==> src/rtl/trb_pkg.sv <==
package trb_pkg;

  localparam int FRAC_BITS_DEFAULT = 16;
  localparam int IDX_W = 3;

  localparam logic [IDX_W-1:0] REG_ROW0 = 3'd0;
  localparam logic [IDX_W-1:0] REG_ROW1 = 3'd1;
  localparam logic [IDX_W-1:0] REG_ROW2 = 3'd2;
  localparam logic [IDX_W-1:0] REG_XOFF = 3'd3;
  localparam logic [IDX_W-1:0] REG_YOFF = 3'd4;
  localparam logic [IDX_W-1:0] REG_WOFF = 3'd5;

  localparam logic [63:0] ROW0_RESET = 64'h0001_0000_0000_0000;
  localparam logic [63:0] ROW1_RESET = 64'h0000_0000_0001_0000;
  localparam logic [63:0] ROW2_RESET = 64'h0;
  localparam logic [31:0] XOFF_RESET = 32'h0;
  localparam logic [31:0] YOFF_RESET = 32'h0;
  localparam logic [31:0] WOFF_RESET = 32'h0001_0000;

  localparam logic [31:0] S32_MAX = 32'h7fff_ffff;
  localparam logic [31:0] S32_MIN = 32'h8000_0000;

  typedef struct packed {
    logic valid;
    logic first;
    logic last;
    logic flag;
  } ctl_t;

  // clip to signed 32, msb of the result is the clip flag
  function automatic logic [32:0] sat32(input logic [65:0] v);
    logic ovf;
    ovf = ~((&v[65:31]) | ~(|v[65:31]));
    if (ovf) begin
      return {1'b1, (v[65] ? S32_MIN : S32_MAX)};
    end
    return {1'b0, v[31:0]};
  endfunction

endpackage

==> src/rtl/trb_feed.sv <==
module trb_feed (
  input  logic                clk,
  input  logic                rst,
  input  logic                start,
  input  logic signed [31:0]  rect_x,
  input  logic signed [31:0]  rect_y,
  input  logic signed [31:0]  rect_width,
  input  logic signed [31:0]  rect_height,
  output logic                busy,
  output trb_pkg::ctl_t       ctl,
  output logic signed [31:0]  cx,
  output logic signed [31:0]  cy
);

  logic        active;
  logic [1:0]  cnt;
  logic [31:0] hx0, hy0, hx1, hy1;
  logic        hflag;
  logic [32:0] sx, sy;
  logic [32:0] satx, saty;

  assign busy = active & (cnt != 2'd3);

  always_comb begin
    sx   = {rect_x[31], rect_x} + {rect_width[31], rect_width};
    sy   = {rect_y[31], rect_y} + {rect_height[31], rect_height};
    satx = trb_pkg::sat32({{33{sx[32]}}, sx});
    saty = trb_pkg::sat32({{33{sy[32]}}, sy});
  end

  always_ff @(posedge clk) begin
    if (rst) begin
      active    <= 1'b0;
      cnt       <= 2'd0;
      ctl.valid <= 1'b0;
    end else begin
      ctl.valid <= active;
      if (start && !busy) begin
        active <= 1'b1;
        cnt    <= 2'd0;
      end else if (active) begin
        cnt <= cnt + 2'd1;
        if (cnt == 2'd3) begin
          active <= 1'b0;
        end
      end
    end
    ctl.first <= (cnt == 2'd0);
    ctl.last  <= (cnt == 2'd3);
    ctl.flag  <= hflag;
    cx        <= cnt[0] ? hx1 : hx0;
    cy        <= cnt[1] ? hy1 : hy0;
    if (start && !busy) begin
      hx0   <= rect_x;
      hy0   <= rect_y;
      hx1   <= satx[31:0];
      hy1   <= saty[31:0];
      hflag <= satx[32] | saty[32];
    end
  end

endmodule

==> config.mk <==
export PLATFORM = sky130hd
export DESIGN_NAME = trb_feed
export DESIGN_NICKNAME = d
export VERILOG_FILES = /design/src/rtl/trb_pkg.sv /design/src/rtl/trb_feed.sv
export SDC_FILE = /design/constraint.sdc
export NUM_CORES = 1
export LEC_CHECK = 0
export BUFFER_PORTS_ARGS = -buffer_cell sky130_fd_sc_hd__buf_2
export CORE_MARGIN = 2
export CORE_UTILIZATION = 30
export DETAILED_ROUTE_END_ITERATION = 10
export GPL_TIMING_DRIVEN = 1
export MAX_ROUTING_LAYER = met4
export PLACE_DENSITY = 0.48
export SYNTH_ARGS = -nofsm -noshare
export SYNTH_HDL_FRONTEND = slang
export SYNTH_SLANG_ARGS = --single-unit
==> constraint.sdc <==
create_clock -name clk -period 9.7 [get_ports clk]
set_input_delay 0.485 -clock clk [delete_from_list [all_inputs] [get_ports clk]]
set_output_delay 0.485 -clock clk [all_outputs]
set_load 0.05 [all_outputs]
==> results.toml, run 1 <==
[routing]
vias_per_cell = 4.842
post-route-drc-count = 0
postRouteAntennaNets = 0
vias = 7355
firstDrtPassIters = 5
wire_per_inst_um = 17.42
drtIter0Drc = 576
drt-total-wl_um = 26470

[worst_setup_path]
cp_max_fo = 17
crit_required_ns = 9.84
startpoint = "rect_y[0]"
rr_startpoint = "cnt[0]"
reg2reg_to = "hx1[9]"
critical_path_class = "in -> reg"
reg2reg_depth = 5
arrival_ns = 3.77
endpoint_kind = "flop"
start_kind = "input pin"
regToRegSetupSlack_ns = 7.05

[timing]
rsz0062_at_grt = "no"
fin_crit_ns = 3.626
fmax_mhz = 275.8
worst_pin_slew_ns = 0.8906
slew_viol_final = 0
period_share_pct = 37.38
max_slew_margin_pct = 39.36
setup_viol = 0
skew_ns = 0.01272
setup_tns_ns = 0
finalHoldViolCount = 0
worst_slack_ns = 6.074

[place]
gp_congestion = 0.8205
numPortBuffers = 199
dp_hpwl_um = 19630
post-place-ws_ns = 5.696
placedCellCount = 1487

[hold_path]
hold_path_end = "hy0[10]"
hp-class = "in -> reg"
whs_path_depth = 1
hp-start = "rect_y[10]"

[pwr]
vdd_drop_max_v = 0.0001230
power_per_cell_area_nw_per_um2 = 187.8
power.leakage_nw = 4.907

[floorplanning]
dieWidth_um = 188.6
fp.coreArea_um2 = 33530
die_area_um2 = 35580
start_util_pct = 30.49
ios = 200
die_h_um = 188.6
rows = 67

[finish]
final_cells = 1519
seq_area_um2 = 5295
layout_commonest_cell = "buf_2"
n_fill_cell = 3402
final_cell_mix = "buf_2 (199), edfxtp_1 (129), a21oi_1 (78), dfxtp_1 (71)"
multi_input_area_um2 = 4701
finalNetCount = 1257
drive_gt1_share_pct = 31.03
area_growth_pct = 19.57

[clock_network]
numCtsBuffers = 17
clk_pin_slew_worst_paths_ns = 0.08
cts_buffer_depth = 2
root_buffer = "clkbuf_16"
cts_tree = "done"
cts_resized = 0
clock-sinks = 200
cts_htree_levels = 4
ctsHoldBuffers = 0
post_cts_buffers = 0
clk_latency_ns = 0.45

[global_route]
track_usage_pct = 15.53
grt_start_max_net_pins = 68
overflow = 0
antenna_found_initial = 1
grt_pass1_vias = 7388
grt_pass1_wl_um = 41480

[logic_synthesis]
synth_top_area_share_pct = 37.89
yosys.area.top_type = "edfxtp_1"
synth-edff-count = 129
syn_nets = 1068
synth_ff_type = "edfxtp_1"
ys_types = 70
ys_top_cells_by_area = "edfxtp_1 (38%), dfxtp_1 (14%), ha_1 (8.1%)"
async_flop_share_pct = 0
syn_area_um2 = 10220
syn_inst = 869
yosys_warnings = 0
ys_seq_area_share_pct = 51.79
synth_seq_cells = 200
synth.avg_cell_area_um2 = 11.77

[run]
timing.max_cap.violations = 0

[outcome]
status = "complete, no violations"
worst max-delay path: stages:
cell and delay (ns):
buf_2 0.10, ha_1 0.24, fa_1 0.45, a211oi_1 0.39
o21ai_2 0.12, a31oi_1 0.44, o31a_1 0.36, o31ai_4 0.12
nand3_2 0.12, o21ai_4 0.14, nor2_2 0.30, buf_4 0.34
o21ai_0 0.15
registers in the layout (all words and copies together), names as in the netlist:
register	cells
cy	32
hy1	32
hy0	32
cx	32
hx1	32
active	1
hflag	1
cnt	2
hx0	32
ctl	4
metrics by stage:
step                utilization (%)  area, um^2  power, mW  hold slack [ns]
finish                        36.46       12230      2.296           0.2263
detailed placement            34.76       11660      1.620           0.3302
CTS                           36.45       12220      2.330           0.1958
floorplan                         -       10220      1.470           0.3233
global placement              34.76       11660      1.621           0.3391
global route                  36.46       12230      2.416           0.2040
synth_stat cells (4+ instances only):
cell type    n
xor2_1      25
a21o_1      26
o21ai_0     40
nor2b_1     11
nand2b_1     8
buf_4        4
a21oi_1     78
xnor2_1     30
o22ai_1      8
and3_1       6
a21oi_2      9
maj3_1       5
edfxtp_1   129
and2_1       5
dfxtp_1     71
mux2_2      66
buf_2        9
ha_1        66
nand3_1      5
nor2_1      42
nand4_1     15
o31ai_4      4
a211oi_1     7
a31oi_1      7
o21bai_1    10
nor3_1       8
nand2_1     43
o31ai_1      4
clkbuf_1    16
o211ai_1     5
inv_1       18
o21ai_1     32
area by class of cell:
class	count	area share, %
Sequential cell	200	43.31
Multi-Input combinational cell	617	38.45
Timing Repair Buffer	204	8.454
Tap cell	448	4.585
Clock buffer	20	3.817
Clock inverter	11	0.8085
Inverter	18	0.5527
Antenna cell	1	0.02047
cell families (layout without fill, tap and decap cells):
| family | count (synthesis) | count (layout) | synth area share, % |
|---|---|---|---|
| xor gates and xnor gates | 55 | 55 | 4.711 |
| muxes | 68 | 68 | 7.587 |
| other | 0 | 1 | 0 |
| DFF | 200 | 200 | 51.79 |
| adders and majority gates | 73 | 73 | 8.957 |
| buffers and inverters | 52 | 253 | 2.313 |
| AOI/OAI and AO/OA | 263 | 263 | 17.06 |
| and+or+nand+nor | 158 | 158 | 7.587 |
how the worst max path moves through the flow:
stage	end
after floorplan	hflag
after global placement	hy1[6]
after detailed placement	hy1[8]
after CTS	hx1[9]
after global routing	hx1[9]
final	hy1[8]
report_power, final:
part           switching, mW  total, mW  internal (mW)
Combinational          0.363      0.564          0.202
Sequential            0.0224       1.04           1.01
Clock                  0.324      0.696          0.372
Total                  0.709       2.30           1.59
per-layer routing:
layer  GRT usage [%]  wire length [um]
met1           20.25             12420
met2           24.31             12510
met3           2.645              1053
met4           5.589               482
met5               -                 0
Note: power is estimated with default switching activity, not from simulation.
==> inputs of run 2 (changes only) <==
==> constraint.sdc (replaced) <==
create_clock -name clk -period 3.5 [get_ports clk]
set_input_delay 0.175 -clock clk [delete_from_list [all_inputs] [get_ports clk]]
set_output_delay 0.175 -clock clk [all_outputs]
set_load 0.05 [all_outputs]
==> results.toml, run 2 (same netlist as run 1, synthesis figures left out) <==
[place]
numPortBuffers = 199
dp_hpwl_um = 19730
gp_congestion = 0.8651

[worst_setup_path]
crit_required_ns = 3.69
cp_max_fo = 8
regToRegSetupSlack_ns = 1.79
start_kind = "input pin"
critical_path_class = "in -> reg"
endpoint_kind = "flop"
arrival_ns = 3.48

[floorplanning]
ios = 200
dieWidth_um = 188.6
die_area_um2 = 35580
rows = 67
fp.coreArea_um2 = 33530
start_util_pct = 30.49
die_h_um = 188.6

[routing]
wire_per_inst_um = 16.62
vias_per_cell = 4.732
drt-total-wl_um = 26620
vias = 7581
drtIter0Drc = 407
postRouteAntennaNets = 0
firstDrtPassIters = 5
post-route-drc-count = 0

[pwr]
power_per_cell_area_nw_per_um2 = 512.0
power_mw = 6.737
power.leakage_nw = 5.325
vdd_drop_max_v = 0.0003529

[global_route]
overflow = 0
grt_start_max_net_pins = 86
track_usage_pct = 15.44
antenna_found_initial = 1
grt_pass1_vias = 7642
grt_pass1_wl_um = 41130

[finish]
layout_commonest_cell = "buf_2"
area_growth_pct = 28.68
final_cell_mix = "buf_2 (199), edfxtp_1 (129), a21oi_1 (78), dfxtp_1 (70)"
drive_gt1_share_pct = 30.70
finalNetCount = 1339

[timing]
skew_ns = 0.01366
setup_tns_ns = 0
fin_crit_ns = 3.289
setup_viol = 0
fmax_mhz = 304.0
max_slew_margin_pct = 57.06
finalHoldViolCount = 0
rsz0062_at_grt = "no"
period_share_pct = 93.97
worst_pin_slew_ns = 0.6441
slew_viol_final = 0

[clock_network]
clk_latency_ns = 0.45
numCtsBuffers = 17
root_buffer = "clkbuf_16"
cts_tree = "done"
clock-sinks = 200
clk_pin_slew_worst_paths_ns = 0.07
cts_buffer_depth = 2
post_cts_buffers = 0
cts_htree_levels = 4

[run]
timing.max_cap.violations = 0

[outcome]
status = "complete, no violations"

[hold_path]
hp-class = "in -> reg"
-- run 2: cell types whose count changed in the layout (fill, tap and decap cells not counted), moves of 2 or more --
cell and change:
clkinvlp_4 -3, bufinv_16 +3, clkinv_2 -2, buf_12 +3, buf_4 +13, dlygate4sd3_1 +66
clkinv_4 +2
-- run 2: power by group --
group,internal [mW],total [mW],switching (mW)
combinational,0.659,1.68,1.02
clock,1.27,2.19,0.921
sequential,2.81,2.87,0.0656
total,4.73,6.74,2.00
-- run 2: path summary, 6_finish.rpt --
kind,from,to,cells after the start
min reg2reg,hflag,ctl[0],0
max reg2reg,cnt[0],hy1[19],4
min,rect_height[0],hy1[0],4
max,rect_y[0],hy1[7],13
-- run 2: area by class of cell --
type,count,area [um^2]
clock inverters,12,187.7
repair buffers,286,1852
clock buffers,20,466.7
diodes,1,2.502
fillers,3293,20370
multi-input cells,617,4725
well taps,448,560.5
inverters,18,67.56
flip-flops and latches,200,5296
-- run 2: critical path: stages --
cell           delay [ns]
dlygate4sd3_1        0.53
buf_2                0.13
ha_1                 0.25
fa_1                 0.46
a211oi_2             0.32
o21ai_2              0.11
a31oi_1              0.30
o31a_1               0.33
o31ai_4              0.12
nand3_2              0.12
o21ai_4              0.09
buf_4                0.18
maj3_1               0.35
-- run 2: stage by stage --
stage	util (%)	cell area (um^2)	instances	hold WS, ns	setup WS [ns]
after floorplan	-	10230	869	0.2466	0.3663
after CTS	39.16	13130	1601	0.1709	0.1298
after detailed placement	35.24	11820	1503	0.3380	0.1962
final	39.24	13160	1602	0.1900	0.2110
after global placement	35.24	11820	1503	0.3581	0.2506
after global routing	39.24	13160	1602	0.1752	0.03498
-- run 2: metal layers --
| layer | up-vias | global-route usage [%] | routed length (um) |
|---|---|---|---|
| met2 | 159 | 23.78 | 12150 |
| met1 | 3593 | 20.46 | 13000 |
| met3 | 25 | 2.663 | 966 |
| met4 | 0 | 5.469 | 507 |
| li1 | 3804 | - | - |
| met5 | - | - | 0 |
-- run 2: what timing repair did --
item                       4_1_cts  5_1_grt
hold buffers                    66        0
gates resized for setup          0        5
hold endpoints to repair        68        0
setup endpoints to repair        0       49
