$ cat src/rtl/trb_pkg.sv
package trb_pkg;

  localparam int FRAC_BITS_DEFAULT = 16;
  localparam int IDX_W = 3;

  localparam logic [IDX_W-1:0] REG_ROW0 = 3'd0;
  localparam logic [IDX_W-1:0] REG_ROW1 = 3'd1;
  localparam logic [IDX_W-1:0] REG_ROW2 = 3'd2;
  localparam logic [IDX_W-1:0] REG_XOFF = 3'd3;
  localparam logic [IDX_W-1:0] REG_YOFF = 3'd4;
  localparam logic [IDX_W-1:0] REG_WOFF = 3'd5;

  localparam logic [63:0] ROW0_RESET = 64'h0001_0000_0000_0000;
  localparam logic [63:0] ROW1_RESET = 64'h0000_0000_0001_0000;
  localparam logic [63:0] ROW2_RESET = 64'h0;
  localparam logic [31:0] XOFF_RESET = 32'h0;
  localparam logic [31:0] YOFF_RESET = 32'h0;
  localparam logic [31:0] WOFF_RESET = 32'h0001_0000;

  localparam logic [31:0] S32_MAX = 32'h7fff_ffff;
  localparam logic [31:0] S32_MIN = 32'h8000_0000;

  typedef struct packed {
    logic valid;
    logic first;
    logic last;
    logic flag;
  } ctl_t;

  // clip to signed 32, msb of the result is the clip flag
  function automatic logic [32:0] sat32(input logic [65:0] v);
    logic ovf;
    ovf = ~((&v[65:31]) | ~(|v[65:31]));
    if (ovf) begin
      return {1'b1, (v[65] ? S32_MIN : S32_MAX)};
    end
    return {1'b0, v[31:0]};
  endfunction

endpackage

$ cat src/rtl/trb_bbox.sv
module trb_bbox (
  input  logic                clk,
  input  logic                rst,
  input  trb_pkg::ctl_t       ctl_in,
  input  logic signed [31:0]  cx,
  input  logic signed [31:0]  cy,
  output logic                done,
  output logic signed [31:0]  box_x,
  output logic signed [31:0]  box_y,
  output logic [30:0]         box_width,
  output logic [30:0]         box_height,
  output logic                saturated
);

  logic signed [31:0] minx, maxx, miny, maxy;
  logic               aflag;
  logic signed [31:0] nminx, nmaxx, nminy, nmaxy;
  logic               nflag;
  logic signed [31:0] fminx, fmaxx, fminy, fmaxy;
  logic               fflag, fvalid;
  logic [32:0]        bw, bh;

  always_comb begin
    if (ctl_in.first) begin
      nminx = cx;
      nmaxx = cx;
      nminy = cy;
      nmaxy = cy;
      nflag = ctl_in.flag;
    end else begin
      nminx = (cx < minx) ? cx : minx;
      nmaxx = (cx > maxx) ? cx : maxx;
      nminy = (cy < miny) ? cy : miny;
      nmaxy = (cy > maxy) ? cy : maxy;
      nflag = ctl_in.flag | aflag;
    end
    bw = {fmaxx[31], fmaxx} - {fminx[31], fminx};
    bh = {fmaxy[31], fmaxy} - {fminy[31], fminy};
  end

  always_ff @(posedge clk) begin
    if (rst) begin
      fvalid <= 1'b0;
      done   <= 1'b0;
    end else begin
      fvalid <= ctl_in.valid & ctl_in.last;
      done   <= fvalid;
    end
    if (ctl_in.valid) begin
      minx  <= nminx;
      maxx  <= nmaxx;
      miny  <= nminy;
      maxy  <= nmaxy;
      aflag <= nflag;
    end
    fminx      <= nminx;
    fmaxx      <= nmaxx;
    fminy      <= nminy;
    fmaxy      <= nmaxy;
    fflag      <= nflag;
    box_x      <= fminx;
    box_y      <= fminy;
    box_width  <= (bw[32:31] != 2'b00) ? 31'h7fff_ffff : bw[30:0];
    box_height <= (bh[32:31] != 2'b00) ? 31'h7fff_ffff : bh[30:0];
    saturated  <= fflag | (bw[32:31] != 2'b00) | (bh[32:31] != 2'b00);
  end

endmodule

$ cat config.mk
export PLATFORM = sky130hd
export DESIGN_NAME = trb_bbox
export DESIGN_NICKNAME = d
export VERILOG_FILES = /design/src/rtl/trb_pkg.sv /design/src/rtl/trb_bbox.sv
export SDC_FILE = /design/constraint.sdc
export NUM_CORES = 1
export LEC_CHECK = 0
export ABC_AREA = 1
export BUFFER_PORTS_ARGS = -buffer_cell sky130_fd_sc_hd__buf_2
export CORE_UTILIZATION = 40
export CTS_BUF_LIST = sky130_fd_sc_hd__clkbuf_16
export DETAILED_ROUTE_END_ITERATION = 8
export GPL_ROUTABILITY_DRIVEN = 1
export GPL_TIMING_DRIVEN = 0
export PLACE_DENSITY = 0.58
export SYNTH_ARGS = -nofsm -noshare
export SYNTH_HDL_FRONTEND = slang
export SYNTH_SLANG_ARGS = --single-unit
$ cat constraint.sdc
create_clock -name clk -period 2.65 [get_ports clk]
set_input_delay 0.1325 -clock clk [delete_from_list [all_inputs] [get_ports clk]]
set_output_delay 0.1325 -clock clk [all_outputs]
set_load 0.01 [all_outputs]
==> results.tsv, run 1 <==
metric	value	unit
Tightest Pin Transition	852	ps
area growth from synthesis to layout	22.3	%
CTS max path bufs	3	
port buffer count	197	
Fmax	395	MHz
Nets	2796	
VDD IR max	0.000655	V
setup TNS	0	ps
delay-heaviest family, CP	simple AND/OR/NAND/NOR gates	
reg-to-reg setup timing slack	120	ps
post-layout min period	2530	ps
Clock Skew	29.7	ps
largest family of logic cells by synthesized area	simple AND/OR/NAND/NOR gates	
CP required	2950	ps
Initial Utilization	0.405	
Cell Count, Final, Fillers Out	3178	
Synth Register Bits	387	
Worst Path Max Fanout	10	
critical path's slowest cell	ha_1	
crit path buf inv count	2	
maxcap violations	0	
Final Cycle Share	0.956	
simple-gate area share of the yosys netlist	0.227	
GP Congestion	0.890	
syn_area_per_cell	8.52	um^2
htree depth	2	
LEAKAGE	11.5	nW
CTS root buf	clkbuf_16	
mean routed wirelength per cell	16.6	um
core area	46500	um^2
most frequent cells in the layout	nand2_1, inv_1, dfxtp_1	
Slew headroom	0.432	
drt first pass iters	8	
sequential fraction of the synthesis area	0.480	
vias in the first global route	14900	
Synth Area in Adders	0.128	
HPWL after DPL	40600	um
post-synthesis mux area share	0	
Ys Warns	0	
die width	219	um
Overall Global Routing Usage	0.218	
filler cell count	4564	
first-pass GRT wire length	80900	um
Ports	198	
Post-Syn Area	18800	um^2
vias	15700	
post-layout util	0.496	
compound-gate portion of the synthesized area	0.0671	
DRC viols	4	
Clock Latency Late Sink	580	ps
startpoint types	flop	
status	complete, but fails checks	
CP endpoint kind	flop	
power density over the cells	893	nW/um^2
violated checks	design-rule violations	
CTS tree	yes	
cells after synthesis	2212	
fin. max-slew vios	0	
largest net degree at the start of global routing	81	
share of post-route cells with drive strength above 1	0.144	
Post-Route WL	52800	um
Setup WS post-layout	118	ps
final setup violation count	0	
Worst-path clk slew	60	ps
Die ar.	48000	um^2
CP max stage delay	390	ps
min-delay worst type	primary input to flop	
Detail Route Antenna Nets	0	
Critical Path, Cell by Cell	inv_1 > ha_1 > nand2_1 > nor2_1 > nor3b_4 > nand2_1 > nand2_1 > nand2_1 > nand2_2 > nand2_4 > buf_2 > nand3_1 > nand2_1	
TritonCTS Buffers	43	
placed cells	3017	
antenna violations before repair	1	
Crit Path Category	flop to flop	
Die Span Y	219	um
commonest non-fill, non-tap cell in the layout	nand2_1	
clock sink total	387	
FP Rows	79	
most frequent CP cell	nand2_1	
Yosys cell types	42	
XOR/XNOR Fraction of Synth Area	0.0186	
DP Worst Slack	-220	ps
syn_nets	2474	
Iter 0 DRT Violations	1198	
CP arrival	2830	ps
vias per cell	4.94	
total global routing overflow	0	
final hold violation count	0	
-- state kept, by name, indices dropped and copies added (netlist names) --
| signal | cells |
|---|---|
| aflag | 1 |
| box_height | 31 |
| box_width | 31 |
| box_x | 32 |
| box_y | 32 |
| done | 1 |
| fflag | 1 |
| fmaxx | 32 |
| fmaxy | 32 |
| fminx | 32 |
| fminy | 32 |
| fvalid | 1 |
| maxx | 32 |
| maxy | 32 |
| minx | 32 |
| miny | 32 |
| saturated | 1 |
-- metal layers --
metal / vias to the layer above / share of wire / track usage / routed length, um
li1: 7930 / - / - / -
met2: 463 / 0.45 / 0.347 / 23800
met3: 80 / 0.062 / 0.0383 / 3290
met1: 7234 / 0.46 / 0.302 / 24500
met5: - / 0 / 0 / 0
met4: 0 / 0.023 / 0.0632 / 1230
-- kinds of logic (layout without fill, tap and decap cells) --
kind of cell / after synthesis / in the layout
AND/OR/NAND/NOR: 987 / 987
flip-flops: 387 / 387
buffers and inverters: 377 / 734
AO/OA/AOI/OAI: 229 / 229
adder cells (fa/ha/maj): 192 / 192
XOR/XNOR: 40 / 40
other: 0 / 2
-- cell type report --
class                           instances  area [um^2]  share of cell area
Tap cell                              607          759              0.0330
Inverter                              328         1230              0.0535
Clock inverter                         33          158             0.00684
Multi-Input combinational cell       1448         8480               0.368
Sequential cell                       387         9040               0.392
Antenna cell                            2         5.00            0.000217
Timing Repair Buffer                  277         1870              0.0811
Clock buffer                           47         1180              0.0510
Buffer                                 49          319              0.0138
-- report_power, final --
| group | internal, mW | switching [mW] | total [mW] |
|---|---|---|---|
| Clock | 3.20 | 2.44 | 5.64 |
| Combinational | 2.65 | 4.51 | 7.16 |
| Sequential | 7.32 | 0.447 | 7.77 |
| Total | 13.2 | 7.39 | 20.6 |
-- worst paths after layout --
check        cells after the start  startpoint         to
max                             13    maxx[31]    maxx[5]
min                              3         rst       done
max reg2reg                     13    maxx[31]    maxx[5]
min reg2reg                      0   fminy[19]  box_y[19]
-- what timing repair did --
action                                  CTS  global route
pin swaps                                 1             6
buffers inserted                          2             4
hold endpoints to repair                259             0
hold buffers                             69             0
endpoints found under the setup margin  105           246
gates cloned                              0             4
gates resized for setup                   8            69
-- through the flow --
stage | instance area, um^2 | hold WS, ps | total power, mW
CTS | 22700 | 230 | 20.4
floorplan | 18800 | 204 | 12.2
global placement | 20600 | 302 | 14.5
detailed placement | 20600 | 309 | 14.6
finish | 23000 | 262 | 20.6
global route | 23000 | 257 | 21.9
-- cells in the mapped netlist, drive strengths merged --
| library cell | instances | area share |
|---|---|---|
| dfxtp | 258 | 0.27 |
| nand4 | 82 | 0.027 |
| o311ai | 1 | 0.00047 |
| xor2 | 30 | 0.014 |
| nor2 | 120 | 0.024 |
| nand3b | 5 | 0.0020 |
| a21boi | 5 | 0.0020 |
| buf | 29 | 0.0098 |
| fa | 2 | 0.0021 |
| nor3b | 2 | 0.0011 |
| edfxtp | 129 | 0.21 |
| o21bai | 10 | 0.0040 |
| a211oi | 1 | 0.00040 |
| o21ai | 47 | 0.012 |
| o21a | 5 | 0.0020 |
| xnor2 | 10 | 0.0046 |
| a21o | 20 | 0.0080 |
| clkbuf | 20 | 0.0040 |
| inv | 328 | 0.065 |
| o211ai | 3 | 0.0015 |
| a21oi | 137 | 0.036 |
| nor4 | 5 | 0.0025 |
| nand3 | 140 | 0.038 |
| nand2 | 601 | 0.12 |
| ha | 190 | 0.13 |
| or2 | 16 | 0.0053 |
| nor3 | 16 | 0.0053 |
-- worst register-to-register path, cell delays in order (launching register included) --
cell	delay, ps
edfxtp_1	350
inv_1	50
ha_1	390
nand2_1	120
nor2_1	190
nor3b_4	310
nand2_1	130
nand2_1	80
nand2_1	60
nand2_2	80
nand2_4	100
buf_2	210
nand3_1	100
nand2_1	110
Note: power is estimated with default switching activity, not from simulation.
==> run 2: changes to the inputs <==
ABC_AREA = not set   (was 1)
PLACE_DENSITY = 0.65   (was 0.58)
==> results.tsv, run 2 <==
metric	value	unit
status	complete, but fails checks	
violated checks	negative setup slack	
Synth Register Bits	387	
vias per cell	5.61	
DRC viols	0	
CP required	2970	ps
Clock Skew	13.1	ps
CP arrival	3350	ps
power density over the cells	858	nW/um^2
share of post-route cells with drive strength above 1	0.320	
CTS max path bufs	3	
CP max stage delay	400	ps
LEAKAGE	11.8	nW
antenna violations before repair	2	
final setup violation count	229	
core area	47900	um^2
post-synth top area share	0.264	
Post-Syn Area	19600	um^2
port buffer count	196	
DP Worst Slack	-1390	ps
clock sink total	387	
Crit Path Category	flop to flop	
Die ar.	49800	um^2
ranking of synthesized cells by area	dfxtp_1, edfxtp_1, ha_1	
Post-Route WL	60900	um
area growth from synthesis to layout	37.6	%
Initial Utilization	0.408	
Hold WS	23.9	ps
Tightest Pin Transition	846	ps
Clock Latency Late Sink	570	ps
syn_area_per_cell	10.2	um^2
Ports	198	
Setup WS post-layout	-383	ps
cells after synthesis	1917	
largest net degree at the start of global routing	85	
maxcap violations	0	
Worst Path Max Fanout	5	
Die Span Y	223	um
post-layout min period	3030	ps
startpoint types	flop	
mean routed wirelength per cell	20.4	um
CP endpoint kind	flop	
Overall Global Routing Usage	0.236	
min-delay worst type	primary input to flop	
Ys Warns	0	
syn_nets	2179	
Critical Path, Cell by Cell	inv_2 > ha_4 > and3_4 > nand3_2 > nor4_4 > nand2_2 > nor4_4 > a21oi_2 > a21oi_2 > buf_6 > buf_8 > mux2_4	
first-pass GRT wire length	92600	um
fin. max-slew vios	0	
top cells by count, synth	dfxtp_1, inv_1, ha_1, a21oi_1, edfxtp_1	
RSZ-0062 raised after global routing	yes	
Nets	2587	
leading area contributor after synthesis	dfxtp_1	
Iter 0 DRT Violations	1188	
critical path's slowest cell	nor4_4	
FP Rows	80	
fraction of registers with async set/reset	0	
most frequent cells in the layout	dfxtp_1, inv_1, buf_2	
VDD IR max	0.000679	V
GP Congestion	0.912	
Yosys cell types	76	
vias in the first global route	16900	
commonest non-fill, non-tap cell in the layout	dfxtp_1	
final hold violation count	0	
Fmax	330	MHz
TritonCTS Buffers	44	
most frequent cell after synthesis	dfxtp_1	
HPWL after DPL	38900	um
Final Cycle Share	1.14	
Detail Route Antenna Nets	0	
die width	223	um
post-layout util	0.561	
Worst-path clk slew	50	ps
sequential fraction of the synthesis area	0.462	
crit path buf inv count	3	
htree depth	2	
delay-heaviest family, CP	simple AND/OR/NAND/NOR gates	
CTS tree	yes	
drt first pass iters	6	
setup TNS	-49910	ps
Synth Flop Type	dfxtp_1	
Slew headroom	0.436	
Post-synth EDFFs	129	
vias	16700	
total global routing overflow	0	
CTS root buf	clkbuf_16	
run 2: cell count changes in the layout (fill, tap and decap cells not counted), sizes merged, moves of 66 or more:
cell,before,now
inv,347,226
nand3,140,44
nand2,601,119
nor2,120,46
buf,227,326
mux2,0,66
run 2: area by class of cell:
cell class | instances | area, um^2
Multi-Input combinational cell | 1236 | 11300
Tap cell | 615 | 769
Buffer | 69 | 549
Inverter | 211 | 792
Clock inverter | 34 | 229
Fill cell | 4001 | 21000
Antenna cell | 2 | 5.00
Sequential cell | 387 | 9060
Timing Repair Buffer | 376 | 3030
Clock buffer | 46 | 1150
run 2: logic make-up after synthesis:
logic type               share of synthesized area
buffers and inverters                       0.0583
AO/OA/AOI/OAI                                0.178
multiplexers                                0.0535
AND/OR/NAND/NOR                              0.103
XOR/XNOR                                    0.0219
adder cells (fa/ha/maj)                      0.124
flip-flops                                   0.462
run 2: worst register-to-register path, delay by kind of cell, from the launching register on:
| kind | cells | cell delay [ps] |
|---|---|---|
| fa+ha+maj | 1 | 260 |
| buf+inv | 3 | 390 |
| flops | 1 | 370 |
| mux | 1 | 310 |
| simple gates | 5 | 1160 |
| compound gates | 2 | 280 |
run 2: through the flow:
step                      instance area, um^2  cells  power [mW]
after CTS                               25800   2950        22.6
after global placement                  21400   2728        14.5
after floorplan                         19600   1917        12.4
after global routing                    26900   2975        24.2
after detailed placement                21400   2729        14.6
final                                   26900   2976        23.1
run 2: routing by layer:
| metal | vias to the layer above | GRT usage | part of all wire |
|---|---|---|---|
| li1 | 7803 | - | - |
| met3 | 177 | 0.0387 | 0.057 |
| met2 | 641 | 0.410 | 0.49 |
| met1 | 8087 | 0.280 | 0.40 |
| met5 | - | 0 | 0.00013 |
| met4 | 2 | 0.121 | 0.047 |
run 2: worst paths after layout:
check,from,slack (ps),cells past startpoint,to
min,cy[25],20,3,fminy[25]
min reg2reg,fminx[8],350,0,box_x[8]
max,maxx[21],-380,12,maxx[6]
max reg2reg,maxx[21],-380,12,maxx[6]
run 2: what timing repair did:
| action | CTS | global route |
|---|---|---|
| buffers inserted | 63 | 37 |
| pin swaps | 78 | 143 |
| gates cloned | 13 | 7 |
| endpoints found under the hold margin | 182 | 0 |
| resized for setup | 369 | 205 |
| setup endpoints to repair | 319 | 312 |
| hold buffers | 70 | 0 |
run 2: power by group:
part,switching (mW),internal [mW],leakage [nW],total (mW)
registers,0.485,7.40,3.43,7.89
clock network,2.45,3.42,0.734,5.87
logic,5.06,4.27,7.67,9.33
total,7.99,15.1,11.8,23.1
